===== src/rtl/gss_pkg.sv =====
// Shared types and constants of the glyph strip column segmenter.
package gss_pkg;

  localparam int CfgIdxW  = 2;
  localparam int CfgDataW = 16;

  localparam logic [CfgIdxW-1:0] RegImageWidth     = 2'd0;
  localparam logic [CfgIdxW-1:0] RegImageHeight    = 2'd1;
  localparam logic [CfgIdxW-1:0] RegFirstCharacter = 2'd2;

  typedef enum logic [1:0] {
    StIdle,
    StScan,
    StFlush
  } state_e;

  // Commands from the controller to the datapath.
  typedef struct packed {
    logic take;
    logic scan_start;
    logic scan;
    logic flush;
  } cmd_t;

  // Status from the datapath to the controller.
  typedef struct packed {
    logic scan_done;
  } stat_t;

endpackage


===== src/rtl/gss_ctrl.sv =====
// Controller state machine: pixel intake, column scan and final result.
module gss_ctrl (
  input  logic           clk_i,
  input  logic           rst_ni,
  input  logic           start,
  input  logic           image_end_i,
  input  gss_pkg::stat_t stat_i,
  output gss_pkg::cmd_t  cmd_o,
  output logic           busy
);

  gss_pkg::state_e state_q, state_d;

  always_ff @(posedge clk_i or negedge rst_ni) begin
    if (!rst_ni) begin
      state_q <= gss_pkg::StIdle;
    end else begin
      state_q <= state_d;
    end
  end

  always_comb begin
    state_d          = state_q;
    cmd_o            = '0;
    busy             = 1'b1;
    unique case (state_q)
      gss_pkg::StIdle: begin
        busy       = 1'b0;
        cmd_o.take = start;
        if (start && image_end_i) begin
          cmd_o.scan_start = 1'b1;
          state_d          = gss_pkg::StScan;
        end
      end
      gss_pkg::StScan: begin
        cmd_o.scan = 1'b1;
        if (stat_i.scan_done) begin
          state_d = gss_pkg::StFlush;
        end
      end
      gss_pkg::StFlush: begin
        cmd_o.flush = 1'b1;
        state_d     = gss_pkg::StIdle;
      end
      default: begin
        state_d = gss_pkg::StIdle;
      end
    endcase
  end

endmodule


===== src/rtl/gss_dp.sv =====
// Datapath: configuration, column occupancy, run detection and result registers.
module gss_dp #(
  parameter int MAX_WIDTH  = 128,
  parameter int MAX_HEIGHT = 1024
) (
  input  logic                         clk_i,
  input  logic                         rst_ni,
  input  logic                         cfg_we_i,
  input  logic [gss_pkg::CfgIdxW-1:0]  cfg_idx_i,
  input  logic [gss_pkg::CfgDataW-1:0] cfg_data_i,
  input  logic [31:0]                  pixel_color_i,
  input  gss_pkg::cmd_t                cmd_i,
  output gss_pkg::stat_t               stat_o,
  output logic                         strobe_o,
  output logic [6:0]                   glyph_x_o,
  output logic [7:0]                   glyph_width_o,
  output logic [10:0]                  glyph_height_o,
  output logic [15:0]                  char_code_o,
  output logic                         status_o,
  output logic                         run_last_o
);

  localparam int CW = $clog2(MAX_WIDTH);
  localparam int WW = $clog2(MAX_WIDTH + 1);
  localparam logic [10:0] MaxHeightField = 11'(MAX_HEIGHT);

  logic [7:0]  width_q;
  logic [10:0] height_q;
  logic [15:0] first_q;

  always_ff @(posedge clk_i or negedge rst_ni) begin
    if (!rst_ni) begin
      width_q  <= 8'd1;
      height_q <= 11'd1;
      first_q  <= 16'd0;
    end else if (cfg_we_i) begin
      unique case (cfg_idx_i)
        gss_pkg::RegImageWidth:     width_q  <= cfg_data_i[7:0];
        gss_pkg::RegImageHeight:    height_q <= cfg_data_i[10:0];
        gss_pkg::RegFirstCharacter: first_q  <= cfg_data_i;
        default: ;
      endcase
    end
  end

  logic [WW-1:0] eff_w;
  logic [10:0]   eff_h;

  always_comb begin
    if (width_q == 8'd0) begin
      eff_w = WW'(1);
    end else if (32'(width_q) > MAX_WIDTH) begin
      eff_w = WW'(MAX_WIDTH);
    end else begin
      eff_w = WW'(width_q);
    end
    if (height_q == 11'd0) begin
      eff_h = 11'd1;
    end else if (32'(height_q) > MAX_HEIGHT) begin
      eff_h = MaxHeightField;
    end else begin
      eff_h = height_q;
    end
  end

  // Pixel intake. The first pixel of an image compares against itself.
  logic [31:0]          border_q;
  logic                 open_q;
  logic [CW-1:0]        col_q, col_d;
  logic [MAX_WIDTH-1:0] occ_q;
  logic [31:0]          border_cur;

  assign border_cur = open_q ? border_q : pixel_color_i;

  always_comb begin
    if ((WW'(col_q) + WW'(1)) >= eff_w) begin
      col_d = '0;
    end else begin
      col_d = col_q + CW'(1);
    end
  end

  always_ff @(posedge clk_i) begin
    if (cmd_i.take && !open_q) begin
      border_q <= pixel_color_i;
    end
  end

  // During the scan the occupancy vector shifts right, so bit 0 always holds
  // the column under the scan counter.
  logic [WW-1:0] scan_q;
  logic          occ_now;
  logic          run_open_q;
  logic          close_run;
  logic          emit_scan;

  assign occ_now   = (scan_q < eff_w) && occ_q[0];
  assign close_run = cmd_i.scan && !occ_now && run_open_q;
  assign stat_o.scan_done = (scan_q == eff_w);

  always_ff @(posedge clk_i or negedge rst_ni) begin
    if (!rst_ni) begin
      open_q <= 1'b0;
      col_q  <= '0;
      occ_q  <= '0;
    end else if (cmd_i.flush) begin
      open_q <= 1'b0;
      col_q  <= '0;
      occ_q  <= '0;
    end else if (cmd_i.take) begin
      open_q <= 1'b1;
      col_q  <= col_d;
      if (pixel_color_i != border_cur) begin
        occ_q[col_q] <= 1'b1;
      end
    end else if (cmd_i.scan) begin
      occ_q <= occ_q >> 1;
    end
  end

  // Run tracking with one pending result, so that the last one can be marked.
  logic [WW-1:0] run_start_q;
  logic          pend_v_q;
  logic [6:0]    pend_x_q;
  logic [7:0]    pend_w_q;
  logic [15:0]   pend_code_q;
  logic [6:0]    gcount_q;

  assign emit_scan = close_run && pend_v_q;

  always_ff @(posedge clk_i or negedge rst_ni) begin
    if (!rst_ni) begin
      scan_q     <= '0;
      run_open_q <= 1'b0;
      pend_v_q   <= 1'b0;
      gcount_q   <= '0;
    end else if (cmd_i.scan_start) begin
      scan_q     <= '0;
      run_open_q <= 1'b0;
      pend_v_q   <= 1'b0;
      gcount_q   <= '0;
    end else if (cmd_i.scan) begin
      scan_q <= scan_q + WW'(1);
      if (occ_now && !run_open_q) begin
        run_open_q <= 1'b1;
      end else if (close_run) begin
        run_open_q <= 1'b0;
        pend_v_q   <= 1'b1;
        gcount_q   <= gcount_q + 7'd1;
      end
    end
  end

  always_ff @(posedge clk_i) begin
    if (cmd_i.scan && occ_now && !run_open_q) begin
      run_start_q <= scan_q;
    end
    if (close_run) begin
      pend_x_q    <= 7'(run_start_q);
      pend_w_q    <= 8'(scan_q - run_start_q);
      pend_code_q <= first_q + 16'(gcount_q);
    end
  end

  // Result registers.
  logic        strobe_q;
  logic        last_q;
  logic        status_q;
  logic [6:0]  x_q;
  logic [7:0]  w_q;
  logic [10:0] h_q;
  logic [15:0] code_q;

  always_ff @(posedge clk_i or negedge rst_ni) begin
    if (!rst_ni) begin
      strobe_q <= 1'b0;
      last_q   <= 1'b0;
      status_q <= 1'b0;
    end else begin
      strobe_q <= emit_scan || cmd_i.flush;
      last_q   <= cmd_i.flush;
      status_q <= cmd_i.flush && !pend_v_q;
    end
  end

  always_ff @(posedge clk_i) begin
    if (emit_scan || (cmd_i.flush && pend_v_q)) begin
      x_q    <= pend_x_q;
      w_q    <= pend_w_q;
      h_q    <= eff_h;
      code_q <= pend_code_q;
    end else if (cmd_i.flush) begin
      x_q    <= '0;
      w_q    <= '0;
      h_q    <= '0;
      code_q <= '0;
    end
  end

  assign strobe_o       = strobe_q;
  assign run_last_o     = last_q;
  assign status_o       = status_q;
  assign glyph_x_o      = x_q;
  assign glyph_width_o  = w_q;
  assign glyph_height_o = h_q;
  assign char_code_o    = code_q;

  // A result only follows a scan or flush cycle.
  a_strobe_src: assert property (@(posedge clk_i) disable iff (!rst_ni)
    strobe_q |-> $past(cmd_i.scan || cmd_i.flush))
    else $error("result strobe without scan or flush");

  // The final-result flag always rides on a strobe.
  a_last_strobe: assert property (@(posedge clk_i) disable iff (!rst_ni)
    last_q |-> strobe_q)
    else $error("run_last without strobe");

  // The occupancy store is empty once an image is finished.
  a_occ_clear: assert property (@(posedge clk_i) disable iff (!rst_ni)
    cmd_i.flush |=> (occ_q == '0) && !open_q)
    else $error("occupancy not cleared after image");

  // The scan never runs past the image width.
  a_scan_bound: assert property (@(posedge clk_i) disable iff (!rst_ni)
    cmd_i.scan |-> (scan_q <= eff_w))
    else $error("scan counter beyond width");

endmodule


===== src/rtl/glyph_strip_column_segmenter.sv =====
// Glyph strip column segmenter: top level joining controller and datapath.
//
// Pixels are taken one per cycle while busy is low. The pixel that carries
// image_end starts the column scan, during which busy stays high: the scan
// reads one column of the occupancy store per cycle over width plus one
// steps, and the flush state after it delivers the final result. Each result
// is shown for one cycle with strobe_o high and cannot be held off; results
// of one image come at most one per cycle, in column order, the last one
// marked by run_last_o. Pixels that do not end an image produce no result.
module glyph_strip_column_segmenter #(
  parameter int MAX_WIDTH  = 128,
  parameter int MAX_HEIGHT = 1024
) (
  input  logic                         clk_i,
  input  logic                         rst_ni,
  input  logic                         cfg_we_i,
  input  logic [gss_pkg::CfgIdxW-1:0]  cfg_idx_i,
  input  logic [gss_pkg::CfgDataW-1:0] cfg_data_i,
  input  logic                         start,
  output logic                         busy,
  input  logic [31:0]                  pixel_color_i,
  input  logic                         image_end_i,
  output logic                         strobe_o,
  output logic [6:0]                   glyph_x_o,
  output logic [7:0]                   glyph_width_o,
  output logic [10:0]                  glyph_height_o,
  output logic [15:0]                  char_code_o,
  output logic                         status_o,
  output logic                         run_last_o
);

  gss_pkg::cmd_t  cmd;
  gss_pkg::stat_t stat;

  gss_ctrl u_ctrl (
    .clk_i       (clk_i),
    .rst_ni      (rst_ni),
    .start       (start),
    .image_end_i (image_end_i),
    .stat_i      (stat),
    .cmd_o       (cmd),
    .busy        (busy)
  );

  gss_dp #(
    .MAX_WIDTH  (MAX_WIDTH),
    .MAX_HEIGHT (MAX_HEIGHT)
  ) u_dp (
    .clk_i          (clk_i),
    .rst_ni         (rst_ni),
    .cfg_we_i       (cfg_we_i),
    .cfg_idx_i      (cfg_idx_i),
    .cfg_data_i     (cfg_data_i),
    .pixel_color_i  (pixel_color_i),
    .cmd_i          (cmd),
    .stat_o         (stat),
    .strobe_o       (strobe_o),
    .glyph_x_o      (glyph_x_o),
    .glyph_width_o  (glyph_width_o),
    .glyph_height_o (glyph_height_o),
    .char_code_o    (char_code_o),
    .status_o       (status_o),
    .run_last_o     (run_last_o)
  );

endmodule

===== config.mk =====
export PLATFORM = sky130hd
export DESIGN_NAME = glyph_strip_column_segmenter
export DESIGN_NICKNAME = d
export VERILOG_FILES = /design/src/rtl/gss_pkg.sv /design/src/rtl/gss_ctrl.sv /design/src/rtl/gss_dp.sv /design/src/rtl/glyph_strip_column_segmenter.sv
export SDC_FILE = /design/constraint.sdc
export NUM_CORES = 1
export LEC_CHECK = 0
export BUFFER_PORTS_ARGS = -buffer_cell sky130_fd_sc_hd__buf_2
export CAP_MARGIN = 20
export CELL_PAD_IN_SITES_DETAIL_PLACEMENT = 0
export CELL_PAD_IN_SITES_GLOBAL_PLACEMENT = 2
export CORE_MARGIN = 5
export CORE_UTILIZATION = 42
export CTS_BUF_LIST = sky130_fd_sc_hd__clkbuf_2
export DETAILED_ROUTE_END_ITERATION = 12
export GPL_ROUTABILITY_DRIVEN = 0
export PLACE_DENSITY = 0.89
export SYNTH_ARGS = -nofsm -noshare
export SYNTH_HDL_FRONTEND = slang
export SYNTH_SLANG_ARGS = --single-unit

===== constraint.sdc =====
create_clock -name clk_i -period 5.2 [get_ports clk_i]
set_input_delay 0.78 -clock clk_i [delete_from_list [all_inputs] [get_ports clk_i]]
set_output_delay 0.78 -clock clk_i [all_outputs]
set_load 0.005 [all_outputs]

Word-level counts from Yosys, hierarchy flattened
Index checks and enable logic that the tools add are counted.
{"block": "word_totals", "input_bits": 55, "out_inout_bits": 46, "reg_bits": 306, "word_cells": 127}
{"block": "op_classes", "reduce_logical": 35, "muxes": 46, "eq_ne": 10, "order_cmp": 6, "n_addsub": 6, "n_bitwise": 1}
{"cell": "two-way mux 128 bit", "count": 4}
{"cell": "OR 128 bit", "count": 1}
{"cell": "two-way mux 7 bit", "count": 9}
{"cell": "two-way mux 8 bit", "count": 6}
{"cell": "two-way mux 11 bit", "count": 4}
{"cell": "two-way mux 16 bit", "count": 2}
{"cell": "two-way mux 32 bit", "count": 1}
{"cell": "inequality test 32 bit", "count": 1}
{"cell": "adder 16 x 7 -> 16 bit", "count": 1}
{"cell": "two-way mux 1 bit", "count": 15}
{"cell": "adder 7 x 1 -> 7 bit, second input constant", "count": 2}
{"cell": "logical AND 1 bit", "count": 12}
{"cell": "AND reduction 2 bit", "count": 6}
{"cell": "greater-than comparator 11 bit, second input constant", "count": 1}
{"cell": "logical NOT 11 bit", "count": 1}
{"cell": "adder 7 x 1 -> 8 bit, second input constant", "count": 1}
{"cell": "adder 8 x 1 -> 8 bit, second input constant", "count": 1}
{"cell": "== test 8 bit", "count": 1}
{"cell": "greater-or-equal comparator 8 bit", "count": 1}
{"cell": "greater-than comparator 8 bit, second input constant", "count": 1}
{"cell": "logical NOT 8 bit", "count": 1}
{"cell": "< comparator 7 x 8 -> 1 bit, second input constant", "count": 1}
{"cell": "< comparator 8 bit", "count": 1}
{"cell": "nonzero test 2 bit", "count": 4}
{"cell": "15 further kinds", "count": 26}

Logic depth before layout (Yosys ltp)
Gate-level depths: netlist of the first run.
{"block": "logic_depth", "depth_word": 12, "depth_mapped": 12, "mapped_depth_nobuf": 11}

Hierarchy
From an unflattened synthesis of the first run, not the netlist that was laid out.
{"block": "unflattened", "hier_cells": 1396, "hier_area_um2": 15546.2}
{"mod": "gss_dp", "area_each_um2": 15424.8, "cells_each": 1383, "n_inst": 1, "seq_area_each_um2": 8175.3}
{"mod": "gss_ctrl", "area_each_um2": 121.4, "cells_each": 13, "n_inst": 1, "seq_area_each_um2": 50.0}

Least setup slack after synthesis of the first run
Ideal clock, no wire load.
{"block": "synth_timing", "path_type": "register to register", "from": "register u_dp.width_q[7]", "to": "register u_dp.code_q[0], in the netlist u_dp.char_code_o[0] (enable)", "synth_period_minus_slack_ns": 4.465, "stages_incl_launch_ff": 9, "path_slack_ns": 0.735, "arrival_time_ns": 4.067, "required_time_ns": 4.802, "path_buffers": 0, "setup_ns": 0.398, "path_cell_list": "dfrtp_1 -> clkinv_1 -> nand2_1 -> ha_1 -> nor2b_1 -> o211ai_1 -> a21o_1 -> a21oi_1 -> a21o_1"}
{"block": "synth_via", "elab_chain_cells": 11, "word_cells_on_any_way": 12, "cone_classes": "order compare (2); mux (2); reduce/logical (8)"}
{"element": "start: declaration", "line": "gss_dp.sv:27", "rtl": "logic [7:0] width_q;"}
{"element": "start signal: assignment", "line": "gss_dp.sv:38", "rtl": "gss_pkg::RegImageWidth: width_q <= cfg_data_i[7:0];"}
{"element": "greater-than comparator 8 bit", "line": "gss_dp.sv:52", "rtl": "end else if (32'(width_q) > MAX_WIDTH) begin"}
{"element": "two-way mux 8 bit", "line": "gss_dp.sv:52"}
{"element": "two-way mux 8 bit (*)", "line": "gss_dp.sv:50", "rtl": "if (width_q == 8'd0) begin"}
{"element": "< comparator 8 bit (*)", "line": "gss_dp.sv:97", "rtl": "assign occ_now = (scan_q < eff_w) && occ_q[0];"}
{"element": "logical AND 1 bit (*)", "line": "gss_dp.sv:97"}
{"element": "logical NOT 1 bit (*)", "line": "gss_dp.sv:98", "rtl": "assign close_run = cmd_i.scan && !occ_now && run_open_q;"}
{"element": "logical AND 1 bit (*) (2 in series)", "line": "gss_dp.sv:98"}
{"element": "logical AND 1 bit (*)", "line": "gss_dp.sv:129", "rtl": "assign emit_scan = close_run && pend_v_q;"}
{"element": "logical OR 1 bit (*)", "line": "gss_dp.sv:187", "rtl": "if (emit_scan || (cmd_i.flush && pend_v_q)) begin"}
{"element": "nonzero test 2 bit (no source line) (*)"}
{"element": "end signal: assignment", "line": "gss_dp.sv:191", "rtl": "code_q <= pend_code_q;"}
{"element": "end: declaration", "line": "gss_dp.sv:172", "rtl": "logic [15:0] code_q;"}
Every way passes the cells marked *; elsewhere a longest branch is shown, timed or not.
A chain may end at the register's enable or synchronous reset.

Worst setup path after layout of the first run
{"block": "layout_timing", "from": "register u_dp.col_q[2]", "to": "register u_dp.col_q[5]"}
{"block": "layout_via", "elab_chain_cells": 5, "word_cells_on_any_way": 6, "cone_classes": "add/sub (2); order compare (1); mux (3)"}
{"element": "start: declaration", "line": "gss_dp.sv:69", "rtl": "logic [CW-1:0] col_q, col_d;"}
{"element": "start signal: assignment", "line": "gss_dp.sv:112", "rtl": "col_q <= col_d;"}
{"element": "adder 7 x 1 -> 8 bit", "line": "gss_dp.sv:76", "rtl": "if ((WW'(col_q) + WW'(1)) >= eff_w) begin"}
{"element": "greater-or-equal comparator 8 bit", "line": "gss_dp.sv:76"}
{"element": "two-way mux 7 bit (*)", "line": "gss_dp.sv:76"}
{"element": "two-way mux 7 bit (*)", "line": "gss_dp.sv:110", "rtl": "end else if (cmd_i.take) begin"}
{"element": "two-way mux 7 bit (*)", "line": "gss_dp.sv:106", "rtl": "end else if (cmd_i.flush) begin"}
Every way passes the cells marked *; elsewhere a longest branch is shown, timed or not. The select of a mux whose other input is x is not followed.

==> summary.txt, run 1 <==
Run status
  • Outcome: completed

Finish
  • Finished Layout Cells: 2,037
  • Util after Layout: 47.3%
  • Share of cells above drive strength 1: 19.9%
  • Finished layout cell area: 0.0173 sq mm
  • Fill cells: 3,445
  • Area Overhead vs Synth: 11.5%
  • Layout Nets: 1,599

Min path
  • Hold WC Path Type: in2reg

Synth
  • Most frequent cells after synthesis: 191 x dfrtp_1, 154 x nor2_1, 145 x a21oi_1
  • Largest cells by area after synthesis: dfrtp_1 31%, edfxtp_1 22%, a32oi_1 7.1%
  • Mapped Cells: 1,405
  • Netlist Area Pre-Place: 0.0155 sq mm
  • Post-synthesis compound-gate area fraction: 21.0%
  • Average cell area after synthesis: 11.0 sq um
  • Most frequent cell after synthesis: dfrtp_1
  • Post-synth net total: 1,498
  • Synth Area in XOR/XNOR: 3.39%
  • Share of async-settable or async-resettable flops after synthesis: 63.1%
  • Synth Area in Simple Gates: 11.2%
  • Yosys top cell by area: dfrtp_1
  • Proportion of synthesized area in mux cells: 3.14%
  • Ys Warns: 0
  • Sequential area share after synthesis: 53.1%
  • Dominant synthesized flop cell: dfrtp_1
  • Adder-cell share of the synthesized area: 3.17%
  • Synth cell types: 69
  • Top cell type's share of synthesized area: 30.9%
  • Synthesis-stage register bit count: 306
  • Post-synth EDFFs: 113
  • Main combinational cell family by area after synthesis: compound AO/OA/AOI/OAI gates

Routing
  • # DRC: 0
  • Routed len/inst: 17.7 microns
  • Router iterations before antenna repair: 5
  • Routed WL: 36,000 microns
  • Vias post-DR: 11,600
  • ANT nets after route: 0
  • First DRT Iteration DRCs: 809
  • Vias/cell: 5.71

Timing
  • RSZ-0062 raised after global routing: false
  • Post-layout min period: 3.57 ns
  • Total Neg Setup Slack: 0 ns
  • Setup Skew: 0.0723 ns
  • Slew of the pin with the lowest slew margin: 1.06 ns
  • Max Transition Viols Final: 0
  • Fmax: 0.280 GHz
  • Final setup vio count: 0
  • Final hold viol count: 0
  • Max transition margin: 29.2%
  • Final period util: 68.6%

Place
  • Dpl hpwl: 20,200 microns
  • Placed Area: 0.0162 sq mm
  • Cells after DPL: 1,862
  • Port Buffers: 100

Clock tree
  • Worst-path clk slew: 0.10 ns
  • Gates resized, CTS repair: 0
  • Post-CTS Setup Bufs: 0
  • Max clock buf depth: 3
  • Hold_buf cts: 27
  • Clk sinks: 306
  • CTS Root Cell: clkbuf_2
  • CTS tree: done
  • CTS buffer count: 82
  • Worst skew pair latency: 0.90 ns
  • CTS H-tree depth: 3

Worst setup path
  • Critical path class: reg2reg
  • Startpoint types: flop
  • Crit. End Element: flop
  • Crit path cell chain: and3_1 -> and3_1 -> xnor2_1 -> inv_1 -> ha_1 -> a21o_1 -> a221o_1 -> a31oi_1 -> o21bai_1 -> o21ai_0
  • Required time of the worst setup path: 5.95 ns
  • Slowest CP cell: and3_1
  • Top cell by count, worst path: and3_1
  • Slowest cell delay on critical path: 0.81 ns
  • CP Data Arrival Time: 4.32 ns
  • Crit Path Max Fanout: 17

GRT
  • All-Layer GR Usage: 17.3%
  • Global-route wire length before repair: 59,800 microns
  • Largest net degree at the start of global routing: 256
  • Vias in the first global route: 11,400
  • Grt ovf: 0
  • Antenna violations before repair: 1

Pwr
  • LEAKAGE: 7.01 nW
  • Maximum vdd drop: 0.662 mV
  • Pwr Total: 0.00697 W
  • Pwr/cell area: 404 mW/mm^2

Die
  • Core area: 0.0365 sq mm
  • Cell row count: 70
  • Total die area: 0.0408 sq mm
  • Die height: 202 microns
  • I/O pins: 101
  • Die width: 202 microns
  • Starting Density: 42.4%

Job
  • Max cap viols: 0
layout by cell type, fill, tap and decap left out, types with 8 or more instances in the layout:
master         netlist  final
nor2_1             154    152
nor3b_1              8      8
inv_1               28     28
mux2_2              34     34
o21ai_0             21     21
dfrtp_1            191    191
nand3_1             12     12
buf_2               60     99
ha_1                36     36
nand2b_1            11     11
clkbuf_2             3    123
a21oi_1            145    144
o31ai_1            126    126
dlygate4sd3_1        0     27
xnor2_1             13     13
clkinv_1             1     18
buf_4               18     16
and2_1              36     36
edfxtp_1           113    113
nor4_1              10     10
mux2i_1              9      9
xor2_1              47     47
a32oi_1            125    125
nand4_1             10     10
nand2_1             39     39
layer usage:
layer	up-vias	share of wire (%)	GRT usage, %	routed length (microns)
li1	5569	-	-	-
met1	5772	45	23.4	16400
met2	242	49	28.3	17500
met3	53	4.2	3.42	1520
met4	0	1.8	5.18	637
met5	-	0	0	0
state kept, by name (all words and copies together), names as in the netlist, 2 cells and up:
signal / cells
u_dp.scan_q: 8
u_dp.occ_q: 128
u_ctrl.state_q: 2
u_dp.pend_x_q: 7
u_dp.glyph_x_o: 7
u_dp.col_q: 7
u_dp.gcount_q: 7
u_dp.first_q: 16
u_dp.char_code_o: 16
u_dp.border_q: 32
u_dp.run_start_q: 8
u_dp.glyph_height_o: 11
u_dp.pend_code_q: 16
u_dp.glyph_width_o: 8
u_dp.pend_w_q: 8
u_dp.height_q: 11
u_dp.width_q: 8
worst max-delay path: cells and delay by family, from the launching register on:
| kind | cells | cell delay, ns |
|---|---|---|
| simple gates | 2 | 1.08 |
| xor+xnor | 1 | 0.13 |
| compound gates | 5 | 1.24 |
| fa+ha+maj | 1 | 0.31 |
| buf+inv | 1 | 0.07 |
| flops | 1 | 0.59 |
through the flow:
stage / worst slack (ns) / hold WS [ns]
floorplan: 0.735 / 0.426
global placement: 1.87 / 0.450
detailed placement: 1.81 / 0.451
CTS: 1.75 / 0.00905
global route: 1.39 / 0.0301
finish: 1.63 / 0.130
final timing paths:
| kind | start | endpoint | slack (ns) | cells after the start |
|---|---|---|---|---|
| worst min-delay path | pixel_color_i[7] | u_dp.border_q[7] | 0.13 | 1 |
| worst max-delay path | u_dp.col_q[2] | u_dp.col_q[5] | 1.63 | 10 |
| min in group asynchronous | rst_ni | u_dp.first_q[12] | 0.56 | 2 |
| worst max register to register | u_dp.col_q[2] | u_dp.col_q[5] | 1.63 | 10 |
| worst min register to register | u_dp.run_start_q[2] | u_dp.pend_x_q[2] | 0.46 | 0 |
| max in group asynchronous | rst_ni | u_dp.occ_q[40] | 3.38 | 3 |
area by class of cell:
cell class / count / area [sq um] / share of cell area (%)
repair buffers: 147 / 980 / 5.67
clock buffers: 123 / 616 / 3.57
multi-input cells: 940 / 6580 / 38.1
flip-flops and latches: 306 / 8230 / 47.6
well taps: 468 / 586 / 3.39
diodes: 1 / 2.50 / 0.0145
inverters: 29 / 109 / 0.630
clock inverters: 23 / 171 / 0.993
report_power, final:
group	internal, W	switching, W
logic	0.000528	0.00163
registers	0.00287	0.000169
clock network	0.000774	0.000997
kinds of logic after synthesis:
family / count (synthesis)
fa+ha+maj: 38
simple gates: 334
mux: 44
flops: 306
compound gates: 464
buf+inv: 159
xor+xnor: 60
Power figures use the tool's default switching activity.
==> run 2, diff against run 1 <==
--- a/config.mk
+++ b/config.mk
@@ -10,11 +10,11 @@
 export CELL_PAD_IN_SITES_DETAIL_PLACEMENT = 0
 export CELL_PAD_IN_SITES_GLOBAL_PLACEMENT = 2
 export CORE_MARGIN = 5
-export CORE_UTILIZATION = 42
+export CORE_UTILIZATION = 38
 export CTS_BUF_LIST = sky130_fd_sc_hd__clkbuf_2
 export DETAILED_ROUTE_END_ITERATION = 12
 export GPL_ROUTABILITY_DRIVEN = 0
-export PLACE_DENSITY = 0.89
+export PLACE_DENSITY = 0.85
 export SYNTH_ARGS = -nofsm -noshare
 export SYNTH_HDL_FRONTEND = slang
 export SYNTH_SLANG_ARGS = --single-unit
==> constraint.sdc (replaced) <==
create_clock -name clk_i -period 3.1 [get_ports clk_i]
set_input_delay 0.465 -clock clk_i [delete_from_list [all_inputs] [get_ports clk_i]]
set_output_delay 0.465 -clock clk_i [all_outputs]
set_load 0.005 [all_outputs]
==> summary.txt, run 2 (same netlist as run 1, synthesis figures left out) <==
Routing
  • Vias post-DR: 12,000 (+2.7%)
  • ANT nets after route: 0 (unchanged)
  • Vias/cell: 5.54 (-3.1%)
  • First DRT Iteration DRCs: 849 (+4.9%)
  • Router iterations before antenna repair: 5 (unchanged)
  • Routed len/inst: 18.1 microns (+2.7%)
  • Routed WL: 39,100 microns (+8.8%)
  • # DRC: 0 (unchanged)

Timing
  • Final hold viol count: 0 (unchanged)
  • Final setup vio count: 0 (unchanged)
  • Fmax: 0.345 GHz (+23%)
  • Slew of the pin with the lowest slew margin: 0.966 ns (-0.0958 ns)
  • Final period util: 93.4% (+25 points)
  • Max transition margin: 35.4% (+6.2 points)
  • Post-layout min period: 2.89 ns (-0.673 ns)
  • Max Transition Viols Final: 0 (unchanged)
  • RSZ-0062 raised after global routing: false
  • Setup Skew: 0.0684 ns (-0.00397 ns)
  • Total Neg Setup Slack: 0 ns (unchanged)

GRT
  • Antenna violations before repair: 2 (+1)
  • Grt ovf: 0 (unchanged)
  • Largest net degree at the start of global routing: 129 (-50%)
  • Global-route wire length before repair: 63,800 microns (+6.8%)
  • All-Layer GR Usage: 17.3% (about the same)
  • Vias in the first global route: 11,900 (+4.4%)

Worst setup path
  • Required time of the worst setup path: 3.95 ns (-2.00 ns)
  • Crit. End Element: flop
  • Reg2reg end: u_dp.col_q[2]
  • R2r setup slk: 0.21 ns (-1.43 ns)
  • Reg2Reg Launch Point: u_dp.col_q[0]
  • R2R depth: 11 (+1)
  • CP Data Arrival Time: 3.75 ns (-0.57 ns)
  • Crit Path Max Fanout: 8 (-9)
  • Critical path class: reg2reg
  • Startpoint types: flop

Clock tree
  • Clk sinks: 306 (unchanged)
  • CTS H-tree depth: 3 (unchanged)
  • CTS buffer count: 82 (unchanged)
  • Worst-path clk slew: 0.10 ns (about the same)
  • CTS tree: done
  • Max clock buf depth: 3 (unchanged)
  • Worst skew pair latency: 0.96 ns (+0.06 ns)
  • CTS Root Cell: clkbuf_2

Finish
  • Share of cells above drive strength 1: 21.0% (+1.1 points)
  • Finished Layout Cells: 2,158 (+5.9%)
  • Area Overhead vs Synth: 15.9%
  • Fill cells: 3,820 (+11%)
  • Reg with most FFs: u_dp.occ_q
  • Most common cell after layout, fill and taps aside: dfrtp_1
  • Regs by FF count: u_dp.occ_q: 128 flops, u_dp.border_q: 32 flops
  • Max reg flops: 128 (unchanged)
  • Layout Nets: 1,650 (+3.2%)
  • Most frequent cells in the layout: 191 x dfrtp_1, 152 x nor2_1, 144 x a21oi_1

Die
  • Cell row count: 74 (+5.7%)
  • Core area: 0.0406 sq mm (+11%)
  • Total die area: 0.0449 sq mm (+10%)
  • Starting Density: 38.2% (-4.2 points)
  • Die height: 212 microns (+4.9%)
  • I/O pins: 101 (unchanged)
  • Die width: 212 microns (+4.9%)

Pwr
  • Pwr Total: 0.0123 W (+77%)
  • Pwr/cell area: 686 mW/mm^2 (+70%)
  • LEAKAGE: 7.29 nW (+4.1%)
  • Maximum vdd drop: 0.456 mV (-31%)

Place
  • Dpl hpwl: 22,500 microns (+11%)
  • Cells after DPL: 1,949 (+4.7%)
  • Port Buffers: 100 (unchanged)

Min path
  • Hold WC Path Type: in2async

Run status
  • Outcome: completed

Job
  • Max cap viols: 0 (unchanged)
==> run 2: cell types whose count changed in the layout (fill, tap and decap cells not counted), sizes merged <==
| cell | delta |
|---|---|
| buf | +22 |
| clkbuf | -1 |
| clkinv | +3 |
| clkinvlp | +1 |
| diode | +3 |
| dlygate4sd3 | +29 |
==> run 2: worst max-delay path by stage <==
stage / startpoint / endpoint / slack (ns) / depth (start not counted)
6_report: u_dp.col_q[0] / u_dp.col_q[2] / 0.21 / 11
2_1_floorplan: u_dp.width_q[7] / u_dp.char_code_o[0] / 0.06 / 8
5_1_grt: u_dp.col_q[0] / u_dp.col_q[1] / 0.01 / 11
3_5_place_dp: u_dp.width_q[7] / u_dp.char_code_o[2] / 0.21 / 8
4_1_cts: u_dp.width_q[7] / u_dp.char_code_o[7] / 0.10 / 8
3_3_place_gp: u_dp.col_q[0] / u_dp.col_q[3] / 0.32 / 11
==> run 2: per-layer routing <==
metal | vias up | share of wire, % | track usage (%)
met5 | - | 0 | 0
met4 | 0 | 1.8 | 5.02
met3 | 63 | 4.6 | 3.36
met2 | 286 | 48 | 28.6
met1 | 5906 | 45 | 23.2
li1 | 5695 | - | -
==> run 2: where the power goes <==
part | internal, W | switching (W) | total [W]
Sequential | 0.00481 | 0.000290 | 0.00510
Clock | 0.00131 | 0.00176 | 0.00307
Combinational | 0.00123 | 0.00290 | 0.00413
==> run 2: timing repair <==
item,4_1_cts,5_1_grt
endpoints found under the hold margin,190,0
setup buffers,0,0
resized for setup,0,2
endpoints found under the setup margin,0,40
hold buffers,56,0
==> run 2: through the flow <==
stage | instance area [sq um] | hold WS, ns | utilization (%) | worst slack (ns)
finish | 17900 | 0.0910 | 44.3 | 0.205
floorplan | 15500 | 0.169 | - | 0.0597
global placement | 16600 | 0.444 | 40.8 | 0.321
CTS | 17900 | 0.0108 | 44.2 | 0.104
global route | 17900 | 0.00674 | 44.3 | 0.0103
detailed placement | 16600 | 0.445 | 40.8 | 0.215
==> run 2: final cells by class <==
| cell class | instances | area [sq um] | share of cell area [%] |
|---|---|---|---|
| timing repair buffer | 198 | 1550 | 8.62 |
| multi-input combinational | 940 | 6580 | 36.7 |
| inverter | 29 | 109 | 0.607 |
| tap | 532 | 666 | 3.71 |
| antenna | 4 | 10.0 | 0.0558 |
| clock buffer | 122 | 611 | 3.40 |
| sequential | 306 | 8230 | 45.8 |
| clock inverter | 27 | 200 | 1.12 |
==> run 2: critical path, cell delays in order (launching register included) <==
cell	delay (ns)
dfrtp_1	0.52
ha_1	0.27
nand3_1	0.13
nor2_1	0.14
xnor2_1	0.14
inv_1	0.06
ha_1	0.31
and3_1	0.20
a221o_1	0.29
a31oi_1	0.30
o21bai_1	0.25
o211ai_1	0.21
